[config.mk]
export PLATFORM = sky130hd
export DESIGN_NAME = aops_isqrt
export DESIGN_NICKNAME = d
export VERILOG_FILES = /design/src/hw/rtl/aops_pkg.sv /design/src/hw/rtl/aops_isqrt.sv
export SDC_FILE = /design/constraint.sdc
export NUM_CORES = 1
export LEC_CHECK = 0
export BUFFER_PORTS_ARGS = -buffer_cell sky130_fd_sc_hd__buf_2
export CORE_ASPECT_RATIO = 0.75
export CORE_MARGIN = 4
export CORE_UTILIZATION = 55
export DETAILED_ROUTE_END_ITERATION = 7
export PLACE_DENSITY = 0.79
export SETUP_SLACK_MARGIN = 0.15
export SYNTH_ARGS = -nofsm -noshare
export SYNTH_HDL_FRONTEND = slang
export SYNTH_SLANG_ARGS = --single-unit
export TNS_END_PERCENT = 5
[constraint.sdc]
create_clock -name clk -period 10.14 [get_ports clk]
set_clock_uncertainty 0.1 [all_clocks]
set_input_delay 1.014 -clock clk [delete_from_list [all_inputs] [get_ports clk]]
set_output_delay 1.014 -clock clk [all_outputs]
set_load 0.02 [all_outputs]
[src/hw/rtl/aops_pkg.sv]
// shared types and constants for the aging obstacle point store
// no dependencies
`timescale 1ns / 1ps
package aops_pkg;

  localparam logic [1:0] CMD_INSERT = 2'd0;
  localparam logic [1:0] CMD_QUERY  = 2'd1;
  localparam logic [1:0] CMD_CLEAR  = 2'd2;

  localparam logic [2:0] REG_Z_MIN    = 3'd0;
  localparam logic [2:0] REG_Z_MAX    = 3'd1;
  localparam logic [2:0] REG_LIFETIME = 3'd2;
  localparam logic [2:0] REG_LIMIT    = 3'd3;
  localparam logic [2:0] REG_RADIUS   = 3'd4;

  localparam int unsigned LIFE_MIN  = 100;
  localparam int unsigned LIMIT_MIN = 100;

  localparam int unsigned COORD_BITS = 24;

  // squared distance width: two difference magnitudes squared and summed
  localparam int unsigned D2_BITS = 2 * (COORD_BITS + 2) + 1;
  localparam int unsigned ROOT_BITS = (D2_BITS + 1) / 2;

  typedef struct packed {
    logic       start;
    logic [D2_BITS-1:0] radicand;
  } sqrt_req_t;

  typedef struct packed {
    logic                 done;
    logic [ROOT_BITS-1:0] root;
  } sqrt_rsp_t;

endpackage

[src/hw/rtl/aops_isqrt.sv]
// iterative integer square root, one result bit per cycle
// depends on aops_pkg
`timescale 1ns / 1ps
module aops_isqrt (
  input  logic               clk,
  input  logic               rst_n,
  input  aops_pkg::sqrt_req_t req,
  output aops_pkg::sqrt_rsp_t rsp
);

  localparam int unsigned VB = 2 * aops_pkg::ROOT_BITS;

  logic [VB-1:0] rem_r, rem_nxt;
  logic [VB-1:0] root_r, root_nxt;
  logic [VB-1:0] bit_r, bit_nxt;
  logic          busy_r, busy_nxt;
  logic          done_r, done_nxt;
  logic [VB-1:0] trial;

  assign trial = root_r + bit_r;

  always_comb begin
    rem_nxt  = rem_r;
    root_nxt = root_r;
    bit_nxt  = bit_r;
    busy_nxt = busy_r;
    done_nxt = 1'b0;
    if (req.start) begin
      rem_nxt  = VB'(req.radicand);
      root_nxt = '0;
      bit_nxt  = {2'b01, {(VB-2){1'b0}}};
      busy_nxt = 1'b1;
    end else if (busy_r) begin
      if (rem_r >= trial) begin
        rem_nxt  = rem_r - trial;
        root_nxt = (root_r >> 1) + bit_r;
      end else begin
        root_nxt = root_r >> 1;
      end
      bit_nxt = bit_r >> 2;
      if (bit_r[1:0] != 2'b00) begin
        busy_nxt = 1'b0;
        done_nxt = 1'b1;
      end
    end
  end

  always_ff @(posedge clk) begin
    if (!rst_n) begin
      busy_r <= 1'b0;
      done_r <= 1'b0;
    end else begin
      busy_r <= busy_nxt;
      done_r <= done_nxt;
    end
    rem_r  <= rem_nxt;
    root_r <= root_nxt;
    bit_r  <= bit_nxt;
  end

  assign rsp.done = done_r;
  assign rsp.root = root_r[aops_pkg::ROOT_BITS-1:0];

  a_done_pulse: assert property (@(posedge clk) disable iff (!rst_n)
    done_r |=> !done_r) else $error("sqrt done held");
  a_no_start_busy: assert property (@(posedge clk) disable iff (!rst_n)
    done_r |-> !busy_r) else $error("sqrt busy at done");
  a_root_fits: assert property (@(posedge clk) disable iff (!rst_n)
    done_r |-> (root_r[VB-1:aops_pkg::ROOT_BITS] == '0)) else $error("root too wide");

endmodule

[After elaboration in Yosys (flattened, before gate mapping)]
Cells that the tools add are included.
Storage, ports and cells
  bits in registers: 137
  input port bits: 56
  output and inout port bits: 28
Cells by class
  add/subtract/negate cells: 3
  $lt $le $gt $ge: 1
  multiplexer cells: 8
  bitwise gates (word level): 2
  reduce and logical (&&, ||, !) cells: 5
Operators with widths (number)
  $mux W53: 3
  $add A53 B53 Y54: 1
  $add A54 B53 Y54: 1
  $ge A54 B54 Y1: 1
  $mux W54: 1
  $sub A54 B54 Y54: 1
  $mux W1: 4
  $reduce_and A2 Y1: 2
  $reduce_bool A2 Y1: 2
  $reduce_or A3 Y1: 1
  $not A1 Y1: 2

[Logic depth before layout (Yosys ltp)]
Gate-level depths: netlist of run 1.
  depth in word-level cells: 5
  mapped depth: 24
  depth with buffers taken out: 21

[Worst setup path before layout of run 1]
OpenSTA, ideal clock, no wires.
  kind: reg2reg
  from: register root_r[16]
  to: register rem_r[0], enable pin
  setup time: 0.412 ns
  data arrival time: 5.221 ns
  slack: 4.407 ns
  stages on the path, launching flop included: 20
  path buffers: 0
  cell sequence: dfxtp_1 > ha_1 > a31oi_1 > nor3_1 > o311ai_2 > o211ai_2 > a41oi_2 > o21bai_2 > a211oi_1 > o31ai_1 > xnor2_1 > ha_1 > and2_2 > nand3_2 > nor4_4 > nand3_1 > o21bai_4 > o221ai_4 > o21ai_2 > nand2_1
On the way
  cells in the longest elaborated chain, start to end: 4
Ends and longest elaborated chain
  start: declaration: line aops_isqrt.sv:14  | logic [VB-1:0] root_r, root_nxt;
  start signal: assignment: line aops_isqrt.sv:57  | root_r <= root_nxt;
  $add A54 B53 Y54: line aops_isqrt.sv:20  | assign trial = root_r + bit_r;
  $ge A54 B54 Y1: line aops_isqrt.sv:34  | if (rem_r >= trial) begin
  $reduce_bool A2 Y1 (no line)
  $reduce_and A2 Y1 (no line)
  end signal: assignment: line aops_isqrt.sv:56  | rem_r <= rem_nxt;
  end: declaration: line aops_isqrt.sv:13  | logic [VB-1:0] rem_r, rem_nxt;
Every way passes these cells.
A chain may end at the register's enable or synchronous reset.

[Worst setup path after layout of run 1]
  from: register root_r[8]
  to: register rem_r[5], enable pin
Same word-level chain as after synthesis.

==> metrics.txt, run 1 <==
outcome=finished clean; die area=26900 um^2; P_int=2.00 mW; Worst-Skew Late Latency=0.45 ns; Synth-to-Final Area Change=6.30%; Die H=143 um; Post-CTS Resized=0; placed insts=1986; drt initial violations=1500; final wirelength=40300 um; Pwr per Cell Area=276 nW/um^2; Final min period=6.53 ns; post-synthesis net count=1850; global-route wire length before repair=64500 um; GRT overflow=0; Core Area=24000 um^2; Total GRT Usage=0.292; worst rel slew slack=0.355; 1st-pass router iterations=6; gpl congestion=1.01; syn avg cell area=7.96 um^2; # hold bufs at CTS=0; non-filler cells, final=2018; Logic pwr share=0.614; Setup Total Neg Slack=0 ns; Setup crit start kind=flip-flop; worst path required time=10.11 ns; CP Capture Type=flip-flop; CTS root buf=clkbuf_16; largest net degree at the start of global routing=104; Async S/R FF share, synth=0; hpwl dp=29800 um; RSZ-0062 raised after global routing=no; Vias=13100; switching share of power=0.492; Synth Flop Type=dfxtp_1; Yosys cell types=94; switching power=1.93 mW; postcts setup bufs=0; Hold Vio Cnt, Final=0; row count=49; clock transition at the registers of the reported paths=0.06 ns; sequential share of power=0.233; Syn. warnings=0; # DRC=0; clock network power share=0.153; Max rail drop VDD=0.160 mV; CTS buffer count=17; post-synthesis register bit count=137; fmax=0.153 GHz; final setup violation count=0; Ports=84; Mapped Area=13400 um^2; EDFF count, synth=53; post-synthesis sequential area ratio=0.244; kind of critical path=flip-flop to flip-flop; Slew Limit Fails=0; layout cell share with drive strength beyond 1=0.108; Ant. Diodes=0; CTS tree=built; die width=188 um; Port Buffers=83; Least-Margin Pin Slew=0.959 ns; period utilisation layout=0.644; antenna-violating nets left=0; wire per inst=20.0 um; drt via density=6.51; clk sink count=137; clk buf depth=2; synthesized netlist cell count=1683; Final nets=1841; CP Data Arrival Time=6.50 ns; Starting Density=0.559; CP Max Fanout=53; vias in the first global route=12200; initial antenna violation count=2; max cap viols=0; Power, Total=3.93 mW; Lkg Pwr=5.48 nW; H-tree depth=4; Worst Hold Class=flip-flop to flip-flop
## state kept, by name, summed over array words and instances (netlist names)
signal / cells
bit_r: 27
busy_r: 1
done_r: 1
rem_r: 54
root_r: 54
## synth_stat cells, drive strengths merged (21+ instances only)
cell | n | share of area
a21o | 41 | 0.023
o31ai | 21 | 0.012
nor2 | 149 | 0.042
o21ai | 157 | 0.061
nand3 | 36 | 0.014
a211oi | 29 | 0.017
a31oi | 52 | 0.025
xnor2 | 63 | 0.041
xor2 | 53 | 0.035
nor3 | 23 | 0.0086
edfxtp | 53 | 0.12
dfxtp | 84 | 0.13
buf | 65 | 0.030
clkbuf | 54 | 0.015
mux2i | 40 | 0.030
ha | 110 | 0.10
nand4 | 41 | 0.019
inv | 48 | 0.013
o21bai | 29 | 0.017
a21oi | 110 | 0.043
nand2 | 178 | 0.050
## final timing paths
check	endpoint	slack (ns)	start	depth (start not counted)
max	rem_r[5]	3.61	root_r[8]	21
min	root_r[0]	0.40	root_r[0]	2
max reg2reg	rem_r[5]	3.61	root_r[8]	21
min reg2reg	root_r[0]	0.40	root_r[0]	2
## worst max-delay path: stages, from the launching register on
cell       delay (ns)
dfxtp_1          0.48
ha_1             0.33
a31oi_1          0.26
o2111ai_1        0.16
nand3_1          0.27
o211ai_2         0.21
a41oi_2          0.34
o21bai_2         0.15
a211oi_1         0.42
o31ai_1          0.14
xnor2_1          0.16
ha_1             0.40
and2_2           0.25
nand3_2          0.13
nor4_4           0.33
nand3_1          0.23
o21bai_4         0.25
o221ai_4         0.07
buf_4            0.44
o21ai_2          0.22
nand2_2          0.13
buf_4            0.57
## metrics by stage
stage	utilization	hold slack (ns)	setup WS, ns	instance area (um^2)
final	0.594	0.403	3.61	14200
after global routing	0.594	0.430	3.22	14200
after CTS	0.594	0.407	3.70	14200
after detailed placement	0.571	0.403	3.72	13700
after global placement	0.571	0.388	3.96	13700
after floorplan	-	0.376	4.41	13400
## power groups by stage
stage	clock [mW]	sequential, mW	combinational (mW)
floorplan	0	0.853	1.88
global placement	0	0.917	2.30
detailed placement	0	0.916	2.34
CTS	0.608	0.910	2.36
global route	0.638	0.929	2.64
finish	0.601	0.915	2.42
## kinds of logic (layout without fill, tap and decap cells)
group	count (synthesis)	after routing	synth area share
muxes	47	47	0.0358
buffers and inverters	168	172	0.0592
xor gates and xnor gates	116	116	0.0759
adders and majority gates	111	111	0.104
DFF	137	137	0.244
and+or+nand+nor	529	529	0.187
AOI/OAI and AO/OA	575	575	0.294
## layout by cell type (no fill, tap or decap), drive strengths merged, types with 15 or more instances in the layout
cell and n:
ha 110, buf 91, xnor2 63, nor3 23, a21oi 110, a221oi 17
mux2i 40, a211oi 29, dfxtp 84, edfxtp 53, xor2 53, a21o 41
nand4 41, a31oi 52, nor2 149, o31ai 21, nand3 36, o21bai 29
o211ai 15, nand2 178, inv 48, clkbuf 26, and2 18, o21ai 157
## area by class of cell
cell class              instances  area [um^2]
clock buffers                  26          512
inverters                      49          184
multi-input cells            1378         9330
repair buffers                 91          482
clock inverters                 6         37.5
fillers                      2156         9740
flip-flops and latches        137         3280
well taps                     331          414
## metal layers
| layer | routed length (um) | vias to the layer above | track usage |
|---|---|---|---|
| li1 | - | 6252 | - |
| met1 | 18200 | 6113 | 0.413 |
| met2 | 17100 | 670 | 0.443 |
| met3 | 3700 | 106 | 0.0599 |
| met4 | 1280 | 4 | 0.108 |
| met5 | 24 | - | 0 |
No activity file was read; power rests on OpenSTA's default activity.
==> run 2, diff against run 1 <==
--- a/config.mk
+++ b/config.mk
@@ -5,12 +5,13 @@
 export SDC_FILE = /design/constraint.sdc
 export NUM_CORES = 1
 export LEC_CHECK = 0
+export ABC_AREA = 1
 export BUFFER_PORTS_ARGS = -buffer_cell sky130_fd_sc_hd__buf_2
 export CORE_ASPECT_RATIO = 0.75
 export CORE_MARGIN = 4
 export CORE_UTILIZATION = 55
 export DETAILED_ROUTE_END_ITERATION = 7
-export PLACE_DENSITY = 0.79
+export PLACE_DENSITY = 0.82
 export SETUP_SLACK_MARGIN = 0.15
 export SYNTH_ARGS = -nofsm -noshare
 export SYNTH_HDL_FRONTEND = slang
==> constraint.sdc (replaced) <==
create_clock -name clk -period 5.3 [get_ports clk]
set_clock_uncertainty 0.1 [all_clocks]
set_input_delay 0.53 -clock clk [delete_from_list [all_inputs] [get_ports clk]]
set_output_delay 0.53 -clock clk [all_outputs]
set_load 0.02 [all_outputs]
==> run 2 against run 1 <==
  * The flow now finishes with violations (DRC)
  * Largest power group unchanged
  * Count of clock-buffer cells in the layout decreased by 4
  * Worst setup slack worse by 3.3 ns
  * Cell count up 64%
  * Sequential share of layout area shrank 4.6 points
  * Combinational power grew to 3.0 times the previous value
  * First-iteration DRC count up 100%
  * Largest cell class unchanged
  * Critical endpoint is now rem_r[41]
  * Global-route usage rose by 9.7 points
  * Via count up 48%
==> metrics.txt, run 2 <==
wire per inst=19.9 um (was 20.0 um); Vias=19400 (was 13100); kind of critical path=flip-flop to flip-flop (unchanged); post-synthesis compound-gate area fraction=0.135 (was 0.294); XOR/XNOR share of the synthesized area=0.0454 (was 0.0759); # DRC=11 (was 0); Pwr per Cell Area=585 nW/um^2 (was 276 nW/um^2); syn avg cell area=5.76 um^2 (was 7.96 um^2); Hold Vio Cnt, Final=0 (unchanged); antenna-violating nets left=0 (unchanged); Ports=84 (unchanged); post-synthesis sequential area ratio=0.200 (was 0.244); 1st-pass router iterations=8 (was 6); CP Capture Type=flip-flop (unchanged); Yosys cell types=43 (was 94); Port Buffers=83 (unchanged); sequential share of power=0.178 (was 0.233); Post-Synth Simple-Gate Area=0.407 (was 0.187); postcts setup bufs=0 (unchanged); Synth Flop Type=dfxtp_1 (unchanged); Least-Margin Pin Slew=0.935 ns (was 0.959 ns); layout cell share with drive strength beyond 1=0.0758 (was 0.108); max cap viols=0 (unchanged); CTS buffer count=17 (unchanged); post-synthesis net count=3010 (was 1850); Final nets=3069 (was 1841); failing checks=DRC; switching power=5.80 mW (was 1.93 mW); CP Data Arrival Time=5.13 ns (was 6.50 ns); final setup violation count=0 (unchanged); Core Area=29200 um^2 (was 24000 um^2); Final min period=5.01 ns (was 6.53 ns); vias in the first global route=17400 (was 12200); outcome=finished with violations (was finished clean); Setup crit start kind=flip-flop (unchanged); switching share of power=0.557 (was 0.492); Max rail drop VDD=0.511 mV (was 0.160 mV); clk sink count=137 (unchanged); Worst-Skew Late Latency=0.47 ns (was 0.45 ns); commonest cells in the netlist=nand2_1 (880), inv_1 (406), nor2_1 (320), nand3_1 (264), a21oi_1 (189) (was nand2_1 (177), nor2_1 (148), ha_1 (110), o21ai_0 (108), a21oi_1 (105)); clk buf depth=2 (unchanged); Synth area leader=nand2_1 (was dfxtp_1); initial antenna violation count=0 (was 2); RSZ-0062 raised after global routing=yes (was no); drt via density=5.87 (was 6.51); Logic pwr share=0.701 (was 0.614); Mapped Area=16400 um^2 (was 13400 um^2); worst rel slew slack=0.370 (was 0.355); global-route wire length before repair=98900 um (was 64500 um); largest net degree at the start of global routing=83 (was 104); Setup Total Neg Slack=0 ns (unchanged); Lkg Pwr=8.30 nW (was 5.48 nW); row count=54 (was 49); combinational family with the most area after synthesis=simple AND/OR/NAND/NOR gates (was compound AO/OA/AOI/OAI gates); Setup WS post-layout=0.289 ns (was 3.61 ns); placed inst area=17200 um^2 (was 13700 um^2); biggest regs=rem_r x54, root_r x54, bit_r x27 (unchanged); commonest non-fill, non-tap cell in the layout=nand2_1 (unchanged); fmax=0.200 GHz (was 0.153 GHz); most frequent cell after synthesis=nand2_1 (unchanged); Slew Limit Fails=0 (unchanged); Power, Total=10.4 mW (was 3.93 mW); worst path required time=5.42 ns (was 10.11 ns); CTS root buf=clkbuf_16 (unchanged); drt initial violations=3070 (was 1500); Syn. warnings=0 (unchanged); Total GRT Usage=0.390 (was 0.292); commonest cells after routing, fill and taps aside=nand2_1 (879), inv_1 (405), nor2_1 (320) (was nand2_1 (176), nor2_1 (148), ha_1 (110)); Worst Hold Class=input port to flip-flop (was flip-flop to flip-flop); P_int=4.60 mW (was 2.00 mW); Async S/R FF share, synth=0 (unchanged); Final Cell Area=17800 um^2 (was 14200 um^2); period utilisation layout=0.945 (was 0.644); FILL cells=2929 (was 2156); Die H=157 um (was 143 um); Synth area leaders=nand2_1 (20%), dfxtp_1 (10%), edfxtp_1 (9.7%) (was dfxtp_1 (13%), edfxtp_1 (12%), ha_1 (10%)); post-synthesis mux area share=0 (was 0.0358); clock network power share=0.121 (was 0.153); Starting Density=0.561 (was 0.559); synthesized netlist cell count=2843 (was 1683); setup slack after placement=0.468 ns (was 3.72 ns); adder-cell share of the synthesized area=0.0852 (was 0.104); area share of the largest cell type after synthesis=0.202 (was 0.126); Ant. Diodes=0 (unchanged); die width=207 um (was 188 um); die area=32600 um^2 (was 26900 um^2); post-synthesis register bit count=137 (unchanged); EDFF count, synth=53 (unchanged); final wirelength=65900 um (was 40300 um); clock transition at the registers of the reported paths=0.07 ns (was 0.06 ns); H-tree depth=4 (unchanged); Synth-to-Final Area Change=8.45% (was 6.30%); hpwl dp=53200 um (was 29800 um); CP Max Fanout=5 (was 53); CTS tree=built (unchanged); GRT overflow=0 (unchanged); Hold Slack=0.217 ns (was 0.403 ns); # hold bufs at CTS=0 (unchanged); gpl congestion=1.10 (was 1.01)
==> run 2: area by class of cell <==
cell class / instances / area [um^2] / share of cell area
clock buffers: 22 / 485 / 0.0273
clock inverters: 10 / 100 / 0.00563
inverters: 413 / 1550 / 0.0872
multi-input cells: 2199 / 11000 / 0.621
flip-flops and latches: 137 / 3270 / 0.184
well taps: 392 / 490 / 0.0276
repair buffers: 134 / 838 / 0.0472
==> run 2: metrics by stage <==
stage                      util  cells
after floorplan               -   2843
after global placement    0.588   3275
after detailed placement  0.588   3275
after CTS                 0.609   3307
after global routing      0.609   3307
final                     0.609   3307
==> run 2: what timing repair did <==
item	CTS	global route
endpoints found under the setup margin	0	94
resized for setup	0	3
endpoints found under the hold margin	0	0
==> run 2: critical path, stage by stage, from the launching register on <==
cell	delay [ns]
dfxtp_1	0.39
ha_1	0.21
ha_1	0.20
nand2_1	0.10
a21oi_1	0.24
nand2_1	0.09
nand2_1	0.19
nand2_1	0.08
nand2_1	0.09
buf_4	0.19
nand2_1	0.06
nand2_1	0.28
a21oi_1	0.17
xor2_1	0.21
ha_1	0.43
nand2_1	0.14
nor2_1	0.19
inv_1	0.15
nor2_1	0.13
inv_1	0.11
nor3_1	0.16
buf_4	0.17
nand4_1	0.27
nand3_1	0.19
nand2_1	0.08
nand3_1	0.07
nand2_1	0.07
==> run 2: cells by family after synthesis <==
logic type      Yosys count
compound gates          407
xor+xnor                 85
fa+ha+maj               111
buf+inv                 507
flops                   137
simple gates           1596
==> run 2: power by group through the flow <==
stage	clock network [mW]	logic (mW)	registers (mW)
floorplan	0	5.10	1.75
global placement	0	6.81	1.85
detailed placement	0	6.93	1.85
CTS	1.26	6.99	1.84
global route	1.32	7.90	1.88
finish	1.26	7.29	1.85
==> run 2: final timing paths <==
kind	to	slack [ns]	depth (start not counted)	from
hold reg to reg	rem_r[53]	0.42	2	rem_r[53]
hold / removal	busy_r	0.22	3	rst_n
setup reg to reg	rem_r[41]	0.29	26	root_r[0]
setup / recovery	rem_r[41]	0.29	26	root_r[0]
==> run 2: per-layer routing <==
metal / GRT usage / up-vias / share of wire
met2: 0.521 / 1323 / 0.37
met3: 0.149 / 137 / 0.16
met1: 0.575 / 8712 / 0.44
met5: 0 / - / 0
li1: - / 9242 / -
met4: 0.115 / 0 / 0.029
==> run 3, diff against run 2 <==
--- a/config.mk
+++ b/config.mk
@@ -11,7 +11,7 @@
 export CORE_MARGIN = 4
 export CORE_UTILIZATION = 55
 export DETAILED_ROUTE_END_ITERATION = 7
-export PLACE_DENSITY = 0.82
+export PLACE_DENSITY = 0.79
 export SETUP_SLACK_MARGIN = 0.15
 export SYNTH_ARGS = -nofsm -noshare
 export SYNTH_HDL_FRONTEND = slang
==> constraint.sdc (replaced) <==
create_clock -name clk -period 4.84 [get_ports clk]
set_clock_uncertainty 0.1 [all_clocks]
set_input_delay 0.484 -clock clk [delete_from_list [all_inputs] [get_ports clk]]
set_output_delay 0.484 -clock clk [all_outputs]
set_load 0.02 [all_outputs]
==> run 3 against run 2 <==
  * The flow now finishes without violations
  * Power up 16%
  * Sequential share of layout area down 0.47 points
  * Worst setup slack better by 0.015 ns
  * Critical endpoint is now root_r[15]
  * Largest cell class unchanged
  * Largest power group unchanged
==> metrics.txt, run 3 (synthesis gave the netlist of run 2 again) <==
outcome=finished clean (was finished with violations); Synth-to-Final Area Change=11.3% (was 8.45%); final setup violation count=0 (unchanged); final wirelength=67900 um (was 65900 um); H-tree depth=4 (unchanged); row count=54 (unchanged); worst path required time=5.11 ns (was 5.42 ns); sequential share of power=0.167 (was 0.178); Core Area=29200 um^2 (unchanged); non-filler cells, final=3324 (was 3307); wire per inst=20.4 um (was 19.9 um); Hold Vio Cnt, Final=0 (unchanged); WL met1=30000 um (was 29200 um); Setup crit start kind=flip-flop (unchanged); clock transition at the registers of the reported paths=0.08 ns (was 0.07 ns); crit path max-delay cell type=o211ai_1 (was ha_1); period utilisation layout=0.937 (was 0.945); Power, Total=12.0 mW (was 10.4 mW); top sig layer=met4 (unchanged); Worst path max stage delay=0.50 ns (was 0.43 ns); Top delay family on crit path=simple AND/OR/NAND/NOR gates (unchanged); Max rail drop VDD=0.464 mV (was 0.511 mV); CP Data Arrival Time=4.81 ns (was 5.13 ns); clk sink count=137 (unchanged); clk buf depth=2 (unchanged); CP Capture Type=flip-flop (unchanged); max cap viols=0 (unchanged); met3 WL=10500 um (was 10400 um); gpl congestion=1.05 (was 1.10); largest net degree at the start of global routing=71 (was 83); global-route wire length before repair=100000 um (was 98900 um); Ant. Diodes=0 (unchanged); biggest regs=rem_r x54, root_r x54, bit_r x27 (unchanged); RSZ-0062 raised after global routing=yes (unchanged); Least-Margin Pin Slew=1.10 ns (was 0.935 ns); die area=32600 um^2 (unchanged); commonest cells after routing, fill and taps aside=nand2_1 (869), inv_1 (405), nor2_1 (309) (was nand2_1 (879), inv_1 (405), nor2_1 (320)); vias in the first global route=17400 (about the same); commonest non-fill, non-tap cell in the layout=nand2_1 (unchanged); Crit. Startpoint=root_r[36] (was root_r[0]); Slew Limit Fails=0 (unchanged); kind of critical path=flip-flop to flip-flop (unchanged); # DRC=0 (was 11); 1st-pass router iterations=6 (was 8); FILL cells=2875 (was 2929); Finished Core Util=0.625 (was 0.609); drt via density=5.96 (was 5.87); most used cell, CP=nand2_1 (unchanged); placed inst area=17200 um^2 (about the same); Ports=84 (unchanged); # hold bufs at CTS=0 (unchanged); P_int=5.40 mW (was 4.60 mW); Total GRT Usage=0.393 (was 0.390); Final nets=3086 (was 3069); clock network power share=0.115 (was 0.121); antenna-violating nets left=0 (unchanged); Starting Density=0.561 (unchanged); Hold Slack=0.152 ns (was 0.217 ns); GRT overflow=0 (unchanged); reg2reg start=root_r[36] (was root_r[0]); CTS buffer count=17 (unchanged); worst rel slew slack=0.262 (was 0.370); CP Max Fanout=18 (was 5); Final min period=4.54 ns (was 5.01 ns); switching power=6.63 mW (was 5.80 mW); hpwl dp=53100 um (was 53200 um); Pwr per Cell Area=659 nW/um^2 (was 585 nW/um^2); met2 routed WL=24700 um (was 24400 um); drt initial violations=3080 (was 3070); Die H=157 um (unchanged); CTS root buf=clkbuf_16 (unchanged); Worst-Skew Late Latency=0.47 ns (about the same); Worst Hold Launch=rst_n (unchanged); Worst Hold Class=input port to flip-flop (unchanged); Port Buffers=83 (unchanged); setup slack after placement=0.218 ns (was 0.468 ns); CTS tree=built (unchanged); switching share of power=0.551 (was 0.557); die width=207 um (unchanged); layout cell share with drive strength beyond 1=0.0986 (was 0.0758); placed insts=3280 (was 3275); Vias=19800 (was 19400); Lkg Pwr=8.42 nW (was 8.30 nW); Final Cell Area=18200 um^2 (was 17800 um^2); initial antenna violation count=0 (unchanged); Logic pwr share=0.718 (was 0.701); fmax=0.220 GHz (was 0.200 GHz); Setup WS post-layout=0.304 ns (was 0.289 ns); CP bufs+invs=5 (was 4); Setup Total Neg Slack=0 ns (unchanged)
==> run 3: final timing paths <==
check,end,slack (ns),cells past startpoint
worst max-delay path,root_r[15],0.30,26
worst min-delay path,busy_r,0.15,3
worst max register to register,root_r[15],0.30,26
worst min register to register,root_r[0],0.41,2
==> run 3: per-layer routing <==
metal / GRT usage / up-vias
met3: 0.126 / 211
met1: 0.595 / 8896
met4: 0.119 / 0
met5: 0 / -
met2: 0.522 / 1450
li1: - / 9267
==> run 3: power groups by stage <==
stage / sequential [mW] / combinational [mW] / clock, mW
final: 2.01 / 8.64 / 1.38
after detailed placement: 2.00 / 7.65 / 0
after floorplan: 1.91 / 5.59 / 0
after CTS: 1.98 / 7.72 / 1.36
after global placement: 1.99 / 7.53 / 0
after global routing: 2.03 / 9.31 / 1.42
==> run 3: worst reg2reg max path, cell delays in order, from the launching register on <==
cell and delay [ns]:
dfxtp_1 0.35, ha_1 0.37, nand2_1 0.12, nor2_2 0.20, inv_1 0.10, nor2_2 0.13, inv_1 0.09, nor2_1 0.15
nand2_1 0.07, o211ai_1 0.50, xor2_2 0.23, ha_4 0.36, nand4_1 0.21, nor2_1 0.20, nand2_1 0.11, nor2_1 0.10
nand2_1 0.08, nand2_1 0.09, nor2_2 0.05, nand3_4 0.10, buf_4 0.14, buf_16 0.17, nand2_1 0.09, nand2_1 0.09
nand3_1 0.10, nand2_1 0.11, inv_1 0.04
==> run 3: area by class of cell <==
class / count / area (um^2) / area share
Clock inverter: 13 / 144 / 0.00789
Multi-Input combinational cell: 2199 / 11300 / 0.619
Tap cell: 392 / 490 / 0.0269
Timing Repair Buffer: 151 / 1060 / 0.0580
Clock buffer: 19 / 433 / 0.0237
Sequential cell: 137 / 3280 / 0.180
Inverter: 413 / 1550 / 0.0850
==> run 3: what timing repair did <==
item / in CTS / in global routing
setup endpoints to repair: 0 / 130
gates resized for setup: 0 / 86
setup buffers: 0 / 8
